### config.mk
export PLATFORM = sky130hd
export DESIGN_NAME = rgb888_to_visual_pixel_packer
export DESIGN_NICKNAME = d
export VERILOG_FILES = /design/src/rtl/core/rgbvpp_pkg.sv /design/src/rtl/core/rgb888_to_visual_pixel_packer.sv /design/src/rtl/core/rgbvpp_chan_place.sv
export VERILOG_INCLUDE_DIRS = /design/src /design/src/rtl/core
export SDC_FILE = /design/constraint.sdc
export NUM_CORES = 1
export LEC_CHECK = 0
export BUFFER_PORTS_ARGS = -buffer_cell sky130_fd_sc_hd__buf_2
export CAP_MARGIN = 15
export CORE_ASPECT_RATIO = 2
export CORE_MARGIN = 1.5
export CORE_UTILIZATION = 53
export CTS_CLUSTER_SIZE = 28
export DETAILED_ROUTE_END_ITERATION = 8
export PLACE_DENSITY = 0.88
export SETUP_SLACK_MARGIN = 0.15
export SLEW_MARGIN = 25
export SYNTH_ARGS = -nofsm -noshare
export SYNTH_HDL_FRONTEND = slang
export SYNTH_SLANG_ARGS = --single-unit
### constraint.sdc
create_clock -name clk -period 3.1 [get_ports clk]
set_input_delay 0.31 -clock clk [delete_from_list [all_inputs] [get_ports clk]]
set_output_delay 0.31 -clock clk [all_outputs]
set_load 0.03 [all_outputs]
### src/rtl/core/assert_macros.svh
// Assertion macros shared by the RTL; defining NO_ASSERTIONS drops them all.
`ifndef ASSERT_MACROS_SVH
`define ASSERT_MACROS_SVH
`ifndef NO_ASSERTIONS
// Same-cycle implication, sampled on clk, held off during reset.
`define ASSERT_IMPLIES(label, ante, cons) \
	label: assert property (@(posedge clk) disable iff (!arst_n) (ante) |-> (cons)) \
	else $error("assertion failed: ante -> cons");
// Next-cycle implication, sampled on clk, held off during reset.
`define ASSERT_NEXT(label, ante, cons) \
	label: assert property (@(posedge clk) disable iff (!arst_n) (ante) |=> (cons)) \
	else $error("assertion failed: ante => cons");
`else
`define ASSERT_IMPLIES(label, ante, cons)
`define ASSERT_NEXT(label, ante, cons)
`endif
`endif

### src/rtl/core/rgbvpp_pkg.sv
// Types, register map and helpers for the RGB888 true-colour pixel packer.
package rgbvpp_pkg;

	localparam int unsigned ADDR_W = 5;
	localparam int unsigned DATA_W = 32;

	// register indexes (byte address = 4 * index)
	localparam logic [2:0] REG_RED_MASK   = 3'd0;
	localparam logic [2:0] REG_GREEN_MASK = 3'd1;
	localparam logic [2:0] REG_BLUE_MASK  = 3'd2;
	localparam logic [2:0] REG_BIG_ENDIAN = 3'd3;
	localparam logic [2:0] REG_WIDE_MODE  = 3'd4;

	localparam logic [31:0] RED_MASK_RST   = 32'h00FF_0000;
	localparam logic [31:0] GREEN_MASK_RST = 32'h0000_FF00;
	localparam logic [31:0] BLUE_MASK_RST  = 32'h0000_00FF;

	localparam logic [2:0] BYTES_NARROW = 3'd2;
	localparam logic [2:0] BYTES_WIDE   = 3'd4;

	typedef struct packed {
		logic [7:0] red_value;
		logic [7:0] green_value;
		logic [7:0] blue_value;
		logic       last_pixel;
	} pix_in_t;

	typedef struct packed {
		logic [7:0] first_byte;
		logic [7:0] second_byte;
		logic [7:0] third_byte;
		logic [7:0] fourth_byte;
		logic [2:0] byte_count;
		logic       last_out;
	} pix_out_t;

	// Right shift that drops bit 7 of {value, 24'h0} onto the mask's top bit:
	// 31 - top bit position. An empty mask gives 0; the AND clears it anyway.
	function automatic logic [4:0] align_shift(input logic [31:0] mask);
		logic [4:0] sh;
		sh = 5'd0;
		for (int i = 0; i < 32; i++) begin
			if (mask[i]) begin
				sh = 5'(31 - i);
			end
		end
		return sh;
	endfunction

endpackage

### src/rtl/core/rgb888_to_visual_pixel_packer.sv
// Top level of the RGB888 to true-colour pixel packer.
//
// Takes one RGB888 pixel per request and returns the packed true-colour pixel as
// four memory-order bytes plus a byte count (2 in 16-bit mode, 4 in wide mode) and
// the end-of-image flag. Each channel is moved so that its bit 7 lands on the top
// set bit of its mask (parked at the top of the word, then shifted right), ANDed
// with the mask, and the three channels ORed together; an empty mask contributes
// nothing. In 16-bit mode only the low half-word is sent and the third and fourth
// bytes are zero. Throughput is one pixel per clock while res_stall does not hold
// the pipeline; each pixel passes through the input register and then the result
// register. pix_stall rises only when both stages hold a pixel and res_stall is
// high. The alignment shift is worked out from the mask when the mask register is
// written, so the datapath is three 32-bit shifters, an AND/OR and a byte swap.
// Registers: 0x00 red mask, 0x04 green mask, 0x08 blue mask, 0x0C big-endian order
// (bit 0), 0x10 wide pixel mode (bit 0). Write them only while no pixel is in flight.
module rgb888_to_visual_pixel_packer
	import rgbvpp_pkg::*;
(
	input  logic              clk,
	input  logic              arst_n,
	// configuration port
	input  logic              psel,
	input  logic              penable,
	input  logic              pwrite,
	input  logic [ADDR_W-1:0] paddr,
	input  logic [DATA_W-1:0] pwdata,
	output logic [DATA_W-1:0] prdata,
	output logic              pready,
	// pixel requests in
	input  logic              pix_valid,
	output logic              pix_stall,
	input  pix_in_t           pix_data,
	// packed pixels out
	output logic              res_valid,
	input  logic              res_stall,
	output pix_out_t          res_data
);

`include "assert_macros.svh"

	// ---------------------------------------------------------------- config
	logic [31:0] red_bits_q, green_bits_q, blue_bits_q;
	logic [4:0]  red_sh_q, green_sh_q, blue_sh_q;
	logic        big_endian_q, wide_mode_q;
	logic        cfg_wr;
	logic [2:0]  reg_idx;

	assign pready  = 1'b1;
	assign cfg_wr  = psel && penable && pwrite && pready;
	assign reg_idx = paddr[ADDR_W-1:2];

	always_ff @(posedge clk or negedge arst_n) begin
		if (!arst_n) begin
			red_bits_q   <= RED_MASK_RST;
			green_bits_q <= GREEN_MASK_RST;
			blue_bits_q  <= BLUE_MASK_RST;
			red_sh_q     <= align_shift(RED_MASK_RST);
			green_sh_q   <= align_shift(GREEN_MASK_RST);
			blue_sh_q    <= align_shift(BLUE_MASK_RST);
			big_endian_q <= 1'b0;
			wide_mode_q  <= 1'b1;
		end else if (cfg_wr) begin
			case (reg_idx)
				REG_RED_MASK: begin
					red_bits_q <= pwdata;
					red_sh_q   <= align_shift(pwdata);
				end
				REG_GREEN_MASK: begin
					green_bits_q <= pwdata;
					green_sh_q   <= align_shift(pwdata);
				end
				REG_BLUE_MASK: begin
					blue_bits_q <= pwdata;
					blue_sh_q   <= align_shift(pwdata);
				end
				REG_BIG_ENDIAN: big_endian_q <= pwdata[0];
				REG_WIDE_MODE:  wide_mode_q  <= pwdata[0];
				default: ;
			endcase
		end
	end

	always_comb begin
		case (reg_idx)
			REG_RED_MASK:   prdata = red_bits_q;
			REG_GREEN_MASK: prdata = green_bits_q;
			REG_BLUE_MASK:  prdata = blue_bits_q;
			REG_BIG_ENDIAN: prdata = {31'h0, big_endian_q};
			REG_WIDE_MODE:  prdata = {31'h0, wide_mode_q};
			default:        prdata = '0;
		endcase
	end

	// -------------------------------------------------------------- pipeline
	logic     v_s1, v_s2;
	pix_in_t  pix_s1;
	pix_out_t res_s2;
	logic     adv_s2, adv_s1;

	// a stage loads when it is empty or its contents move on this cycle
	assign adv_s2    = !v_s2 || !res_stall;
	assign adv_s1    = !v_s1 || adv_s2;
	assign pix_stall = !adv_s1;

	always_ff @(posedge clk or negedge arst_n) begin
		if (!arst_n) begin
			v_s1 <= 1'b0;
			v_s2 <= 1'b0;
		end else begin
			if (adv_s1) v_s1 <= pix_valid;
			if (adv_s2) v_s2 <= v_s1;
		end
	end

	always_ff @(posedge clk) begin
		if (adv_s1 && pix_valid) pix_s1 <= pix_data;
	end

	// ------------------------------------------------------- pack (s1 -> s2)
	logic [31:0] red_w, green_w, blue_w, word;
	pix_out_t    packed_d;

	rgbvpp_chan_place u_red (
		.value  (pix_s1.red_value),
		.mask   (red_bits_q),
		.rsh    (red_sh_q),
		.placed (red_w)
	);

	rgbvpp_chan_place u_green (
		.value  (pix_s1.green_value),
		.mask   (green_bits_q),
		.rsh    (green_sh_q),
		.placed (green_w)
	);

	rgbvpp_chan_place u_blue (
		.value  (pix_s1.blue_value),
		.mask   (blue_bits_q),
		.rsh    (blue_sh_q),
		.placed (blue_w)
	);

	assign word = red_w | green_w | blue_w;

	always_comb begin
		packed_d.last_out = pix_s1.last_pixel;
		if (wide_mode_q) begin
			packed_d.byte_count = BYTES_WIDE;
			if (big_endian_q) begin
				packed_d.first_byte  = word[31:24];
				packed_d.second_byte = word[23:16];
				packed_d.third_byte  = word[15:8];
				packed_d.fourth_byte = word[7:0];
			end else begin
				packed_d.first_byte  = word[7:0];
				packed_d.second_byte = word[15:8];
				packed_d.third_byte  = word[23:16];
				packed_d.fourth_byte = word[31:24];
			end
		end else begin
			// 16-bit pixel: low half-word only
			packed_d.byte_count  = BYTES_NARROW;
			packed_d.third_byte  = 8'h00;
			packed_d.fourth_byte = 8'h00;
			if (big_endian_q) begin
				packed_d.first_byte  = word[15:8];
				packed_d.second_byte = word[7:0];
			end else begin
				packed_d.first_byte  = word[7:0];
				packed_d.second_byte = word[15:8];
			end
		end
	end

	always_ff @(posedge clk) begin
		if (adv_s2 && v_s1) res_s2 <= packed_d;
	end

	assign res_valid = v_s2;
	assign res_data  = res_s2;

	// ------------------------------------------------------------ assertions
	// input only backs up when both stages are occupied
	`ASSERT_IMPLIES(a_stall_full, pix_stall, v_s1 && v_s2 && res_stall)
	// an accepted pixel is held in the input register next cycle
	`ASSERT_NEXT(a_accept_s1, pix_valid && !pix_stall, v_s1)
	// the byte count agrees with the zeroed upper bytes of a 16-bit pixel
	`ASSERT_IMPLIES(a_narrow_zero,
		res_valid && res_data.byte_count == BYTES_NARROW,
		res_data.third_byte == 8'h00 && res_data.fourth_byte == 8'h00)
	// every pixel carries one of the two legal byte counts
	`ASSERT_IMPLIES(a_count_legal, res_valid,
		res_data.byte_count == BYTES_NARROW || res_data.byte_count == BYTES_WIDE)

endmodule

### src/rtl/core/rgbvpp_chan_place.sv
// Aligns one 8-bit colour channel to its mask inside the 32-bit pixel word.
module rgbvpp_chan_place
	import rgbvpp_pkg::*;
(
	input  logic [7:0]  value,
	input  logic [31:0] mask,
	input  logic [4:0]  rsh,
	output logic [31:0] placed
);

	logic [31:0] top_aligned;

	// channel parked at the top of the word, then moved down to the mask
	assign top_aligned = {value, 24'h00_0000} >> rsh;
	assign placed      = top_aligned & mask;

endmodule
==> impl_metrics.toml <==
[clock_network]
clock-sinks = 175
cts.reportedPaths.clkPinSlew_ns = 0.07
clock_latency_ns = 0.45
cts_made_buffers = 17
htreeDepth = 4
cts_root_buf = "clkbuf_16"
cts_buffer_depth = 2
cts_tree = "done"

[flow_run]
cap_violations = 0

[worst_setup_path]
arrival_ns = 3.06
reg2reg_to = "res_data[35]$_DFFE_PP_"
end_kind = "flip-flop"
critPathCapture = "res_data[35]$_DFFE_PP_"
rrSetupSlack_ns = 0.25
max_stage_delay_ns = 0.61
startpoint = "green_sh_q[0]$_DFFE_PN0P_"
crit_slowest_cell = "dfrtp_1"
cp_cell_sequence = "mux2_4 > mux4_2 > a22o_1 > a211oi_2 > mux2i_1 > mux2_2"
crit_fanout = 10
criticalPathCategory = "reg2reg"
worstSetupStartpointType = "flip-flop"
crit_required_ns = 3.31
r2r-start = "green_sh_q[0]$_DFFE_PN0P_"
ff2ff_path_depth = 6

[global_routing]
antenna_found_initial = 0
grt_overflow = 0
grt_pass1_wl_um = 56700
grt_max_degree = 55
grt_pass1_vias = 9214
grt_use_total = 0.395

[detailed_routing]
first_iter_violations = 722
routedWlPerCell_um = 26.9
num_vias = 9439
drt_first_pass_iters = 8
drc_errors = 0
viasPerCell = 6.51
wl_um = 39000
ant_nets = 0

[timing]
rsz0062_at_grt = "no"
fin_crit_sh = 0.919
clock_skew_ns = 0.00991
hold_viol_final = 0
finalSetupViolCount = 0
slew_viol_final = 0
max_freq_mhz = 351
setup_tns_ns = 0
tightest_slew_ns = 1.03
finalCriticalPeriod_ns = 2.85
slew_headroom = 0.313

[synth]
yosysSeqAreaShare = 0.458
yosys_warnings = 0
synth_top_cell_by_area = "dfrtp_1"
synth_cells = 1056
syn_area_um2 = 10300
synth_edf_count = 60
async_flop_share = 0.657
synthMostInstantiatedCell = "nand2_1"
syn_avg_cell_area_um2 = 9.75
ys_ff_latch = 175
synth_cell_types = 80
synth_area_leaders = "dfrtp_1 21%, edfxtp_1 18%, mux2_2 8.9%, dfstp_2 7.4%, nand2_1 5.4%"
syn_nets = 1125
synth_ff_type = "dfrtp_1"
synth_top_area_frac = 0.209
synth_common_cells = "149 x nand2_1, 115 x nor2_1, 86 x dfrtp_1"

[finish]
fillCellCount = 1624
multi_input_area_um2 = 5210
drive_gt1_frac = 0.294
final-seq-area_um2 = 4720
nets = 1247
area_growth_pct = 15.9
antenna_cells = 0
utilization = 0.622

[die]
core-area_um2 = 19200
start_util = 0.537
io_pins = 140
dieArea_um2 = 20300
rows = 72
die_w_um = 102
die_y_um = 200

[place]
io_buffers = 135
place.gp.congestion = 1.02
dp_hpwl_um = 30200

[outcome]
run_status = "completed"

[pwr]
p_leak_nw = 5.17
net-switching-power_mw = 2.48
p_seq_frac = 0.461
internal_power_mw = 4.55
switching_share = 0.353
peakVddDrop_uv = 387
power.density_nw_per_um2 = 590
comb_power_share = 0.252
clkPwrFrac = 0.288

[hold_path]
hp-class = "in2reg"
## cells in the final DEF, fill, tap and decap left out, types with 9 or more instances in the layout
master     instances
inv_1             17
nor4_1            10
dfrtp_1           85
nor2_1           114
nand2_1          149
nor3_1            11
and2_1            10
mux2i_1           46
a211oi_1           9
a21oi_1           50
nor2b_1           16
a31oi_1           15
edfxtp_1          60
buf_2            134
dfstp_2           29
and3_1            12
clkbuf_16         18
buf_4             37
mux2_2            81
nand4_1           21
o21ai_0           45
mux4_2            14
nand3_1           54
## cell families (layout without fill, tap and decap cells)
logic type	after synthesis	count (layout)	synth area share
AO/OA/AOI/OAI	205	205	0.134
AND/OR/NAND/NOR	431	431	0.194
buffers and inverters	94	229	0.0379
multiplexers	149	149	0.175
other	2	2	0.000729
flip-flops	175	175	0.458
## power by group through the flow
| stage | Clock, mW | Combinational [mW] | Sequential (mW) |
|---|---|---|---|
| after detailed placement | 0 | 1.74 | 3.26 |
| after floorplan | 0 | 1.12 | 3.13 |
| final | 2.03 | 1.77 | 3.24 |
| after CTS | 2.04 | 1.74 | 3.22 |
| after global placement | 0 | 1.70 | 3.25 |
| after global routing | 2.11 | 1.89 | 3.26 |
## area by class of cell
| type | instances | area share |
|---|---|---|
| Sequential cell | 175 | 0.395 |
| Clock buffer | 20 | 0.0384 |
| Clock inverter | 12 | 0.00734 |
| Timing Repair Buffer | 177 | 0.0887 |
| Multi-Input combinational cell | 787 | 0.437 |
| Tap cell | 259 | 0.0272 |
| Inverter | 20 | 0.00629 |
## layer usage
layer / global-route usage / wire [um] / vias up
li1: - / - / 4113
met1: 0.406 / 12600 / 4579
met4: 0.332 / 4070 / 0
met2: 0.667 / 20000 / 571
met5: 0 / 0 / -
met3: 0.0764 / 2400 / 176
## metrics by stage
stage          hold slack, ns  area (um2)  power (mW)  setup WS [ns]  instances
2_1_floorplan          0.0144       10300        4.25          0.403       1056
3_3_place_gp            0.377       11400        4.95          0.297       1417
3_5_place_dp            0.385       11400        5.00          0.238       1417
4_1_cts                0.0164       11900        7.00          0.244       1450
5_1_grt                0.0242       11900        7.26          0.150       1450
6_report               0.0272       11900        7.04          0.251       1450
## worst min path at each step
| stage | end | cells after the start | slack, ns | start |
|---|---|---|---|---|
| 2_1_floorplan | big_endian_q$_DFFE_PN0P_ | 0 | 0.01 | arst_n |
| 3_3_place_gp | red_bits_q[11]$_DFFE_PN0P_ | 1 | 0.38 | arst_n |
| 3_5_place_dp | blue_bits_q[11]$_DFFE_PN0P_ | 1 | 0.39 | arst_n |
| 4_1_cts | pix_s1[1]$_DFFE_PP_ | 1 | 0.02 | pix_data[1] |
| 5_1_grt | pix_s1[1]$_DFFE_PP_ | 1 | 0.02 | pix_data[1] |
| 6_report | pix_s1[1]$_DFFE_PP_ | 1 | 0.03 | pix_data[1] |
## repair_timing
item / 4_1_cts / 5_1_grt
endpoints found under the hold margin: 37 / 0
endpoints found under the setup margin: 0 / 3
gates resized for setup: 0 / 1
setup buffers: 0 / 0
hold buffers: 1 / 0
## critical path, delay by kind of cell, from the launching register on
kind               cells  cell delay, ns
muxes                  4            1.31
AOI/OAI and AO/OA      2            0.68
DFF                    1            0.61
## flip-flops by register name, summed over array words and instances (netlist names), 5 cells and up
signal        cells
blue_bits_q      32
blue_sh_q         5
green_bits_q     32
green_sh_q        5
pix_s1           24
red_bits_q       32
red_sh_q          5
res_data         35
(Power assumes the default switching activity.)
